[src/sv/sns_pkg.sv]
// shared constants and types for the sprite nearest scaler
// no dependencies
`default_nettype none

package sns_pkg;

    localparam int COORD_BITS  = 12;
    localparam int MAX_TEXELS  = 4096;
    localparam int ADDR_W      = $clog2(MAX_TEXELS);
    localparam int TEXIDX_W    = 12;
    localparam int SIZE_W      = 7;
    localparam int SPAN_W      = 12;
    localparam int COLOR_W     = 32;
    localparam int ALPHA_LSB   = 24;
    localparam int MAG_W       = COORD_BITS + 2;
    localparam int NUM_W       = MAG_W + SIZE_W;
    localparam int DIV_LAT     = 1 + 2 * NUM_W;
    localparam int QUEUE_DEPTH = 4;
    localparam int QPTR_W      = $clog2(QUEUE_DEPTH);
    localparam int CFG_IDX_W   = 3;

    typedef enum logic [CFG_IDX_W-1:0] {
        CFG_SPRITE_WIDTH  = 3'd0,
        CFG_SPRITE_HEIGHT = 3'd1,
        CFG_SPAN_X        = 3'd2,
        CFG_SPAN_Y        = 3'd3,
        CFG_ERROR_COLOR   = 3'd4
    } cfg_reg_t;

    typedef enum logic {
        ACT_LOAD   = 1'b0,
        ACT_SAMPLE = 1'b1
    } action_t;

    typedef struct packed {
        logic [SIZE_W-1:0]        sprite_width;
        logic [SIZE_W-1:0]        sprite_height;
        logic signed [SPAN_W-1:0] span_x;
        logic signed [SPAN_W-1:0] span_y;
        logic [COLOR_W-1:0]       error_color;
    } cfg_t;

    typedef struct packed {
        logic                         is_load;
        logic [ADDR_W-1:0]            tex_addr;
        logic [COLOR_W-1:0]           tex_value;
        logic signed [COORD_BITS-1:0] pix_x;
        logic signed [COORD_BITS-1:0] pix_y;
        logic [MAG_W-1:0]             mag_x;
        logic [MAG_W-1:0]             mag_y;
        logic                         alpha_test;
    } item_t;

endpackage

`default_nettype wire

[src/sv/sns_front.sv]
// front end: classifies input items and forms the axis offset magnitudes
// depends on sns_pkg
`default_nettype none

module sns_front import sns_pkg::*; (
    input  logic                         action,
    input  logic [TEXIDX_W-1:0]          texel_index,
    input  logic [COLOR_W-1:0]           texel_value,
    input  logic signed [COORD_BITS-1:0] dest_x,
    input  logic signed [COORD_BITS-1:0] dest_y,
    input  logic signed [COORD_BITS-1:0] origin_x,
    input  logic signed [COORD_BITS-1:0] origin_y,
    input  logic                         mirror,
    input  logic                         alpha_test,
    input  logic signed [SPAN_W-1:0]     span_x,
    output logic                         keep,
    output item_t                        item
);

    logic signed [MAG_W-1:0] off_x;
    logic signed [MAG_W-1:0] off_y;
    logic signed [MAG_W-1:0] num_x;
    logic                    in_range;

    assign off_x    = MAG_W'(dest_x) - MAG_W'(origin_x);
    assign off_y    = MAG_W'(dest_y) - MAG_W'(origin_y);
    assign num_x    = mirror ? (MAG_W'(span_x) - off_x) : off_x;
    assign in_range = {1'b0, texel_index} < (TEXIDX_W+1)'(MAX_TEXELS);

    // out of range loads are dropped here
    assign keep = (action == ACT_SAMPLE) || in_range;

    always_comb begin
        item            = '0;
        item.is_load    = (action == ACT_LOAD);
        item.tex_addr   = ADDR_W'(texel_index);
        item.tex_value  = texel_value;
        item.pix_x      = dest_x;
        item.pix_y      = dest_y;
        item.mag_x      = num_x[MAG_W-1] ? MAG_W'(-num_x) : MAG_W'(num_x);
        item.mag_y      = off_y[MAG_W-1] ? MAG_W'(-off_y) : MAG_W'(off_y);
        item.alpha_test = alpha_test;
    end

endmodule

`default_nettype wire

[config.mk]
export PLATFORM = sky130hd
export DESIGN_NAME = sns_front
export DESIGN_NICKNAME = d
export VERILOG_FILES = /design/src/sv/sns_pkg.sv /design/src/sv/sns_front.sv
export SDC_FILE = /design/constraint.sdc
export NUM_CORES = 1
export LEC_CHECK = 0
export ABC_AREA = 1
export ABC_CLOCK_PERIOD_IN_PS = 4059
export BUFFER_PORTS_ARGS = -buffer_cell sky130_fd_sc_hd__buf_2
export CELL_PAD_IN_SITES_DETAIL_PLACEMENT = 0
export CELL_PAD_IN_SITES_GLOBAL_PLACEMENT = 2
export CORE_AREA = 5 5 131 133
export DETAILED_ROUTE_END_ITERATION = 16
export DIE_AREA = 0 0 136 138
export GPL_TIMING_DRIVEN = 0
export PLACE_DENSITY_LB_ADDON = 0.25
export SLEW_MARGIN = 20
export SYNTH_ARGS = -nofsm -noshare
export SYNTH_HDL_FRONTEND = slang
export SYNTH_SLANG_ARGS = --single-unit
[constraint.sdc]
create_clock -name vclk -period 4.06
set_clock_uncertainty 0.15 [all_clocks]
set_input_delay 0.406 -clock vclk [all_inputs]
set_output_delay 0.406 -clock vclk [all_outputs]
set_load 0.02 [all_outputs]
; After elaboration in Yosys (flattened, before gate mapping)
; Cells that the tools add are included.
[op_classes]
add_sub_neg = 5
mux = 3
n_bitwise = 1
[op_table]
columns = op, count
row1 = $mux W14, 3
row2 = $sub A12 B12 Y13, 2
row3 = $neg A13 Y14, 1
row4 = $neg A14 Y14, 1
row5 = $sub A12 B13 Y14, 1
row6 = $not A1 Y1, 1
[totals]
ff_bits = 0
word_cells = 9

; Logic depth before layout (Yosys ltp)
[logic_depth]
depth_word = 5
mapped_depth = 27

; Worst setup path before layout
; OpenSTA, ideal clock, no wires.
[synth_path]
path_type = input port to output port
startpoint = input dest_x[0]
endpoint = output item[20] in the netlist's numbering
t_arrival_ps = 3223
t_required_ps = 3504
slack_ps = 281
stages = 25
path_buffers = 1
cell_sequence = inv_1 -> ha_1 -> fa_1 -> xor2_1 -> ha_1 -> a21oi_1 -> nand2_1 -> nand2_1 -> nand2_1 -> nand2_1 -> nand2_1 -> nand3_2 -> clkinv_1 -> nand2_1 -> nand2_2 -> nand3_1 -> nand2_1 -> nand2_1 -> nand2_1 -> nand2_2 -> nand2_4 -> inv_4 -> buf_8 -> nand2_2 -> xnor2_1
[synth_rtl]
columns = element, line_no
row1 = "start, declared", sns_front.sv:9  ; input logic signed [COORD_BITS-1:0] dest_x,
row2 = "end, declared", sns_front.sv:17  ; output item_t item

==> impl_summary.txt <==
----------------------------------------------------
[Drt]
  Vias after detailed routing ... 3,729
  Drt via density ... a little under 4
  Aggregate routed wire length ... 9940 µm
  Detailed router's first-iteration violation count ... between 40 and 50
  DRC viols ... 0
  Detail-routed net length per standard cell ... approximately 11 µm
  Iteration count of the initial detailed-routing pass ... 4
  Post-DRT Antenna Nets ... 0

[Worst setup path]
  WP data required ... 3500 ps
  Delay of the slowest cell on the worst path ... 550 ps
  Crit path capture type ... primary output
  Max FO, Critical Path ... 3
  Type of element launching the critical path ... input pin
  Crit-path slowest cell ... fa_2
  Critical setup path kind ... input pin to primary output
  Data arrival at the endpoint of the critical path ... between 3000 and 4000 ps
  Most common cell type on the critical path ... nand2_1

[Worst hold path]
  Launch instance of the worst min-delay path ... texel_index[5]
  Hold Path Class ... input pin to primary output
  Number of cells on the worst hold path ... 2
  Min-Delay Endpoint ... item[90]

[Synthesis]
  Number of warnings issued by yosys ... 0
  Register area share after synthesis ... 0%
  Instance count of the mapped netlist ... 557
  Post-synthesis instance area ... 0.00323 mm²
  Syn_area_per_cell ... 5.80 µm²
  Netlist cell types ... 40
  Net count after synthesis ... 700

[Placed design]
  Placement-stage worst setup slack ... -297 ps
  DP Area ... approximately 0.0043 mm²
  Count of buffers inserted at the top-level ports ... 159
  HPWL reported at the end of detailed placement ... approximately 8900 µm
  GP Congestion ... just under 0.8

[Pwr]
  Leak Pwr ... 2.73 nW
  VDD IR-drop max ... 0.108 mV
  Power per cell area ... 238 mW/mm²

[STA]
  Minimum period implied by the final worst setup slack ... 3930 ps
  Count of final setup violators ... 0
  RSZ-0062 raised after global routing ... true
  Tightest Pin Transition ... 509 ps
  Final critical-path share of the clock period ... 96.8%
  Worst max-slew margin expressed relative to the limit ... about two thirds
  Hold Fails Final Rpt ... 0
  Worst-case setup margin in the final layout ... 128 ps
  Max-slew violations ... 0
  Max Clock Freq ... 254 MHz

[Global route]
  Overflow left after global routing ... 0
  Number of antenna violations at the first check in global routing ... 0
  Global-route usage over all layers ... 9.41%
  Via count of the first global-routing pass ... ~3,500
  Pin count of the biggest net entering global routing ... 11
  Wire length of the first global-routing pass ... approximately 16,000 µm

[Final layout]
  Ant diodes ... 0
  Count of clock-net buffers in the final layout ... 0
  Post-route cell area ... 0.00472 mm²
  Most used cells in the layout excluding fill and tap cells ... buf_2, nand2_1, inv_1
  Most common library cell in the layout ignoring fill and taps ... buf_2
  Area growth from synthesis to layout ... 46.2%
  Final cell utilization of the core ... 30.1%
  Final Net Count ... 874
  Combined flip-flop and latch cell area ... 0 µm²
  Fill cell count ... about 1,800
  Proportion of layout cells with a drive suffix above 1 ... roughly 48%
  Count of sequential standard cells ... 0

[Run]
  Count of maximum capacitance violations ... 0

[Floorplanning]
  Area of the die ... 0.0188 mm²
  Core box area ... 0.0157 mm²
  Initial core utilization ... about a fifth
  Number of rows in the core area ... 46
  Number of top-level pins ... 206
  Width of the chip ... roughly 140 µm
  Height of the die ... 138 µm

[Run status]
  Run status ... finished clean

----------------------------------------------------
where the power goes:
part	internal, mW	leakage (nW)	switching, mW
sequential	0	0	0
combinational	0.454	2.73	0.668
clock	0	0	0
per-stage QoR:
step / hold WS (ps) / power, mW / std cells / setup TNS, ps
finish: 880 / 1.12 / 945 / 0
floorplan: 739 / 0.724 / 557 / 0
global placement: 883 / 0.991 / 932 / -1160
CTS: 881 / 1.04 / 938 / -13.1
detailed placement: 881 / 0.998 / 932 / -1380
global route: 883 / 1.25 / 945 / -316
metal layers:
metal / routed length, µm / vias to the layer above / track usage (%)
met1: 4310 / 1595 / 12.0
met2: 4810 / 128 / 17.9
met5: 0 / - / 0
met3: 813 / 0 / 1.02
met4: 0 / 0 / 0
li1: - / 2006 / -
critical path: cells and delay by family:
kind                       cells  cell delay (ps)
AOI/OAI and AO/OA              1               50
and+or+nand+nor               13             1060
buffers and inverters          7              460
adders and majority gates      4             1400
cells by family after synthesis:
family | count (synthesis) | synth area share, %
xor gates and xnor gates | 31 | 8.64
AOI/OAI and AO/OA | 45 | 8.25
buffers and inverters | 179 | 29.5
and+or+nand+nor | 264 | 38.7
other | 2 | 0.232
adders and majority gates | 36 | 14.6
synth_stat cells (9+ instances only):
cell / count / area, µm²
nand2_1: 127 / 477
inv_1: 100 / 375
buf_4: 71 / 533
nand3_1: 49 / 245
ha_1: 33 / 413
nor2_1: 32 / 120
a21oi_1: 22 / 110
xor2_1: 18 / 158
nand2_2: 16 / 100
xnor2_1: 12 / 105
nand3_2: 9 / 90.1
final cells by class:
cell class                 instances  area (µm²)  share of cell area, %
tap                              216         270                   5.72
timing repair buffer             172         963                   20.4
buffer                            74         557                   11.8
inverter                         105         400                   8.48
multi-input combinational        378        2530                   53.6
worst max path at each step:
stage               slack [ps]  cells past startpoint      start       end
global route               -90                     25  dest_x[0]  item[27]
global placement          -260                     24  dest_x[0]  item[26]
detailed placement        -300                     24  dest_x[0]  item[26]
finish                     130                     25  dest_x[0]  item[27]
floorplan                  280                     25  dest_x[0]  item[20]
CTS                        -10                     25  dest_x[0]  item[27]
timing repair:
item	CTS	global route
gates resized for setup	25	63
buffers inserted	6	6
hold buffers	0	0
endpoints found under the hold margin	0	0
cloned	0	1
pin swaps	16	29
setup endpoints to repair	12	13
Note: power is estimated with default switching activity, not from simulation.
