===== src/sv/sns_pkg.sv =====
// shared constants and types for the sprite nearest scaler
// no dependencies
`default_nettype none

package sns_pkg;

    localparam int COORD_BITS  = 12;
    localparam int MAX_TEXELS  = 4096;
    localparam int ADDR_W      = $clog2(MAX_TEXELS);
    localparam int TEXIDX_W    = 12;
    localparam int SIZE_W      = 7;
    localparam int SPAN_W      = 12;
    localparam int COLOR_W     = 32;
    localparam int ALPHA_LSB   = 24;
    localparam int MAG_W       = COORD_BITS + 2;
    localparam int NUM_W       = MAG_W + SIZE_W;
    localparam int DIV_LAT     = 1 + 2 * NUM_W;
    localparam int QUEUE_DEPTH = 4;
    localparam int QPTR_W      = $clog2(QUEUE_DEPTH);
    localparam int CFG_IDX_W   = 3;

    typedef enum logic [CFG_IDX_W-1:0] {
        CFG_SPRITE_WIDTH  = 3'd0,
        CFG_SPRITE_HEIGHT = 3'd1,
        CFG_SPAN_X        = 3'd2,
        CFG_SPAN_Y        = 3'd3,
        CFG_ERROR_COLOR   = 3'd4
    } cfg_reg_t;

    typedef enum logic {
        ACT_LOAD   = 1'b0,
        ACT_SAMPLE = 1'b1
    } action_t;

    typedef struct packed {
        logic [SIZE_W-1:0]        sprite_width;
        logic [SIZE_W-1:0]        sprite_height;
        logic signed [SPAN_W-1:0] span_x;
        logic signed [SPAN_W-1:0] span_y;
        logic [COLOR_W-1:0]       error_color;
    } cfg_t;

    typedef struct packed {
        logic                         is_load;
        logic [ADDR_W-1:0]            tex_addr;
        logic [COLOR_W-1:0]           tex_value;
        logic signed [COORD_BITS-1:0] pix_x;
        logic signed [COORD_BITS-1:0] pix_y;
        logic [MAG_W-1:0]             mag_x;
        logic [MAG_W-1:0]             mag_y;
        logic                         alpha_test;
    } item_t;

endpackage

`default_nettype wire


===== src/sv/sns_queue.sv =====
// short queue between front and back end
// depends on sns_pkg
`default_nettype none

module sns_queue import sns_pkg::*; (
    input  logic  aclk,
    input  logic  aresetn,
    input  logic  push,
    input  item_t item_in,
    output logic  full,
    input  logic  pop,
    output item_t item_out,
    output logic  empty
);

    item_t               slot_reg [0:QUEUE_DEPTH-1];
    logic [QPTR_W-1:0]   wr_ptr_reg;
    logic [QPTR_W-1:0]   rd_ptr_reg;
    logic [QPTR_W:0]     count_reg;
    logic [QPTR_W:0]     count_next;

    assign full     = (count_reg == (QPTR_W+1)'(QUEUE_DEPTH));
    assign empty    = (count_reg == '0);
    assign item_out = slot_reg[rd_ptr_reg];

    always_comb begin
        count_next = count_reg;
        if (push && !pop) begin
            count_next = count_reg + 1'b1;
        end else if (pop && !push) begin
            count_next = count_reg - 1'b1;
        end
    end

    always_ff @(posedge aclk) begin
        if (!aresetn) begin
            wr_ptr_reg <= '0;
            rd_ptr_reg <= '0;
            count_reg  <= '0;
        end else begin
            count_reg <= count_next;
            if (push) begin
                wr_ptr_reg <= wr_ptr_reg + 1'b1;
            end
            if (pop) begin
                rd_ptr_reg <= rd_ptr_reg + 1'b1;
            end
        end
    end

    always_ff @(posedge aclk) begin
        if (push) begin
            slot_reg[wr_ptr_reg] <= item_in;
        end
    end

endmodule

`default_nettype wire


===== config.mk =====
export PLATFORM = sky130hd
export DESIGN_NAME = sns_queue
export DESIGN_NICKNAME = d
export VERILOG_FILES = /design/src/sv/sns_pkg.sv /design/src/sv/sns_queue.sv
export SDC_FILE = /design/constraint.sdc
export NUM_CORES = 1
export LEC_CHECK = 0
export BUFFER_PORTS_ARGS = -buffer_cell sky130_fd_sc_hd__buf_4
export CELL_PAD_IN_SITES_DETAIL_PLACEMENT = 1
export CELL_PAD_IN_SITES_GLOBAL_PLACEMENT = 2
export CORE_AREA = 2 2 178 180
export DETAILED_ROUTE_END_ITERATION = 10
export DIE_AREA = 0 0 180 182
export PLACE_DENSITY = 0.9
export SLEW_MARGIN = 20
export SYNTH_ARGS = -nofsm -noshare
export SYNTH_HDL_FRONTEND = slang
export SYNTH_SLANG_ARGS = --single-unit

===== constraint.sdc =====
create_clock -name aclk -period 8.4 [get_ports aclk]
set_clock_uncertainty 0.1 [all_clocks]
set_input_delay 2.52 -clock aclk [delete_from_list [all_inputs] [get_ports aclk]]
set_output_delay 2.52 -clock aclk [all_outputs]
set_load 0.01 [all_outputs]

## Yosys cells after proc, flatten, opt, wreduce, memory -nomap -nowiden

Memories as Yosys holds them, arrays and structs flattened. A register that Yosys moved wholly into a read port is not among the register bits.
Cells that the tools add are included.

| storage, ports and cells | value |
|---|---|
| flip-flop bits (word level) | 7 |
| RAM bits | 392 |
| input port bits | 102 |
| output and inout port bits | 100 |
| word-level logic and storage cells | 21 |
| memories kept | 1 |

Memory list:

| memory | depth | bits a word | rd ports | clocked after memory_dff | write ports | RTL line | RTL |
|---|---|---|---|---|---|---|---|
| slot_reg | 4 | 98 | 1 | 1 | 1 | sns_queue.sv:16 | `item_t slot_reg [0:QUEUE_DEPTH-1];` |

| cells by class | value |
|---|---|
| add/subtract/negate cells | 4 |
| eq/ne operators | 1 |
| mux-type cells | 6 |
| reduce and logical (&&, ||, !) cells | 6 |

Operators by type and width:

| cell | count |
|---|---|
| 2-to-1 mux 3 bit | 2 |
| adder 2 x 1 -> 2 bit (second input constant) | 2 |
| 2-to-1 mux 2 bit | 2 |
| adder 3 x 1 -> 3 bit (second input constant) | 1 |
| equality test 3 bit (second input constant) | 1 |
| logical NOT 3 bit | 1 |
| subtractor 3 x 1 -> 3 bit (second input constant) | 1 |
| logical AND 1 bit | 2 |
| logical NOT 1 bit | 2 |
| 2-to-1 mux 1 bit | 2 |
| nonzero test 2 bit | 1 |

## Depth between registers and ports, before layout

| logic depth | value |
|---|---|
| depth in word-level cells | 4 |
| gate-level depth with buffers | 7 |
| gate-level depth less buffers | 7 |

## Least setup slack after synthesis

No wires, ideal clock.

| timing | value |
|---|---|
| path kind | input-to-reg |
| from | in push |
| to | mem slot_reg[0][0] (netlist bit), enable pin |
| setup time | 0.468 ns |
| arrival time | 4.784 ns |
| path slack | 3.048 ns |
| stages | 1 |
| path buffers | 0 |
| cells stage by stage | and2_1 |

| between the ends | value |
|---|---|
| cells in the longest elaborated chain, start to end | 2 |

RTL lines:

| what | RTL line | RTL |
|---|---|---|
| start: declaration | sns_queue.sv:8 | `input logic push,` |
| 2-to-1 mux 1 bit | sns_queue.sv:52 | `if (push) begin` |
| 2-to-1 mux 1 bit (not written as such) | sns_queue.sv:53 | `slot_reg[wr_ptr_reg] <= item_in;` |
| end: declaration | sns_queue.sv:16 |  |

Every way passes these cells.

==> metrics.cfg <==
[power_and_ir_drop]
vdd_ir_drop_max_mv = 0.168
p_leak_uw = 0.00595
cell_area_power_density_nw_per_um2 = 251

[timing]
finalMaxSlewViolations = 0
final.period_utilization_pct = 64.0
worst_slew_margin_rel_pct = 33.2
hold_viol = 0
rsz_0062_raised_after_global_routing = false
timing.fmax_mhz = 186
final-setup-viol-count = 0
fin_crit_ns = 5.38
final.setup.tns_ns = 0
timing.hold.ws_ns = 0.458
worst_slew_pin_slew_ns = 1.00

[yosys]
synth_fa_ha_area_share_pct = 0.567
post_synth_xor_xnor_area_pct = 0.301
dominantRegCellSynth = edfxtp_1
synth_top_area_share_pct = 80.8
netlist_instances = 555
mappedNetlistArea_um2 = 14600
async_reset_ff_share_pct = 0
ys_top_cells_by_count = edfxtp_1, mux4_2, buf_2
synth-edff-count = 392
netlist.top_cell.by_area = edfxtp_1
synthesis.nets = 663
ys_seq_elements = 401
post_synthesis_mux_area_share_pct = 15.3
yosys.cell_count.top_type = edfxtp_1
post_synth_and_or_nand_nor_area_fraction_pct = 0.627
synth_area_leaders = edfxtp_1, mux4_2, dfxtp_1, ha_1, and2_1
postSynthAreaPerCell_um2 = 26.3
yosysSeqAreaShare_pct = 82.0
combinational_family_with_the_most_area_after_synthesis = multiplexers
netlist-cell-type-count = 22
synth_warnings = 0
fraction_of_the_mapped_netlist_area_in_compound_gates_pct = 0.0859

[global_routing]
grt_first_pass_wirelength_um = 44900
grt_pass1_vias = 7477
grt_max_degree = 68
grt_use_total_pct = 18.1
gr-total-overflow = 0
grt_antenna_before_repair = 1

[route]
route.final.wire_length_um = 29300
routed-via-count = 6513
vias_per_cell = 5.36
drt-initial-drc-count = 429
antenna_violating_nets_post_route = 0
detail_route.wl_per_cell_um = 24.1
drc_errors = 0
firstDrtPassIters = 6

[critical_path]
number_of_buffers_and_inverters_on_the_critical_path = 2
cp.arrival_ns = 2.76
most_repeated_library_cell_on_the_critical_path = buf_4
critPathMaxFanout = 41
setup.worst_path.end_class = output pin
timing.critical_path.required_ns = 5.78
r2r_cells = 4
r2r-start = wr_ptr_reg[0]
rr_endpoint = slot_reg[2][64]
critical_path_cell_count = 3
crit_path_top_delay_cell = buf_4
critPathKind = reg2out
reg2reg_setup_slack_ns = 5.88
cp_slowest_stage_delay_ns = 0.73
element_type_at_the_critical_path_start = register
timing.critical_path.cells = buf_4 > mux4_2 > buf_4
timing.critical_path.max_delay_family = buffers and inverters
timing.critical_path.to = item_out[95]

[finish]
final_net_count = 892
final_core_utilization_pct = 57.2
filler_cell_count = 2590
areaGrowthSynthToFinish_pct = 21.7
flip_flop_count_of_the_largest_register_all_copies_and_words_added = 392
layout-drive-gt1-share_pct = 44.6

[cts]
post_cts_resized = 0
cts_htree_levels = 2
clock_tree.root_cell = clkbuf_16
clock_path_buffers = 3
insertion_delay_ns = 0.51
post_cts_hold_buffer_count = 0
cts.sinks = 401
cts_setup_buffers = 0
tritoncts = yes
clk_pin_slew_ns = 0.06
numCtsBuffers = 41

[floorplan]
std_cell_rows = 65
initial_util_pct = 47.0
ioPinCount = 202
fp.dieW_um = 180
fp.dieArea_um2 = 32800
fp.dieH_um = 182
fp.coreArea_um2 = 31000

[place]
buffer_ports.inserted = 201
post-dp-hpwl_um = 17700
gp_congestion = 0.683

[flow_run]
max_cap_violations = 0

[run_status]
status = complete, no violations

[min_path]
hp-class = reg2reg

==> layer usage <==
metal,up-vias,GRT usage [%],part of all wire [%]
met1,3435,23.7,41
met5,-,0,0
met2,200,30.9,52
li1,2843,-,-
met4,0,4.52,1.5
met3,35,4.31,5.8
==> worst min-delay path, stage by stage (launching register included) <==
cell and delay [ns]:
dfxtp_1 0.33, mux2i_1 0.13, nor2b_1 0.05
==> kinds of logic (layout without fill, tap and decap cells) <==
kind of cell / Yosys count / after routing
DFF: 401 / 401
xor gates and xnor gates: 5 / 5
AOI/OAI and AO/OA: 2 / 2
and+or+nand+nor: 15 / 15
other: 0 / 1
adders and majority gates: 6 / 6
buffers and inverters: 26 / 283
muxes: 100 / 100
==> report_power, final <==
group | switching [µW] | leakage (µW) | internal [µW]
Sequential | 36.2 | 0.00368 | 2300
Combinational | 225 | 0.00167 | 238
Clock | 691 | 0.000597 | 961
Total | 952 | 0.00595 | 3500
==> cells in the final DEF, fill, tap and decap left out <==
cell	count
clkinv_1	10
nor3b_1	1
xnor2_1	2
or3_1	1
clkbuf_1	11
and2_4	4
fa_1	1
diode_2	1
clkbuf_16	43
and2_1	5
mux2i_1	2
buf_4	208
o21ai_0	1
mux4_2	98
clkinv_2	5
edfxtp_1	392
dfxtp_4	2
dfxtp_1	7
xor2_1	3
nor3_1	1
inv_6	1
nor2b_1	2
inv_1	4
a21boi_0	1
ha_1	5
nand2_1	1
bufinv_16	1
==> stage by stage <==
step | area, µm² | instances | setup slack [ns] | power (µW)
2_1_floorplan | 14600 | 555 | 3.05 | 2620
3_3_place_gp | 16500 | 1143 | 3.49 | 2830
3_5_place_dp | 16500 | 1143 | 3.48 | 2850
4_1_cts | 17700 | 1214 | 2.90 | 4510
5_1_grt | 17700 | 1215 | 2.77 | 4610
6_report | 17700 | 1215 | 3.02 | 4450
==> worst min path at each step <==
stage                              from            end  slack (ns)  depth (start not counted)
after detailed placement   count_reg[2]   count_reg[2]        0.44                          2
after floorplan            count_reg[2]   count_reg[2]        0.37                          2
after global placement     count_reg[2]   count_reg[2]        0.40                          2
after CTS                  count_reg[2]   count_reg[2]        0.45                          2
after global routing       count_reg[2]   count_reg[2]        0.50                          2
final                     wr_ptr_reg[1]  wr_ptr_reg[1]        0.46                          2
==> area by class of cell <==
type | count | area, µm² | area share, %
Clock inverter | 17 | 101 | 0.572
Timing Repair Buffer | 208 | 1560 | 8.81
Inverter | 4 | 15.0 | 0.0847
Antenna cell | 1 | 2.50 | 0.0141
Multi-Input combinational cell | 128 | 2470 | 13.9
Tap cell | 402 | 503 | 2.84
Clock buffer | 54 | 1120 | 6.30
Sequential cell | 401 | 12000 | 67.5
(Power assumes the default switching activity.)
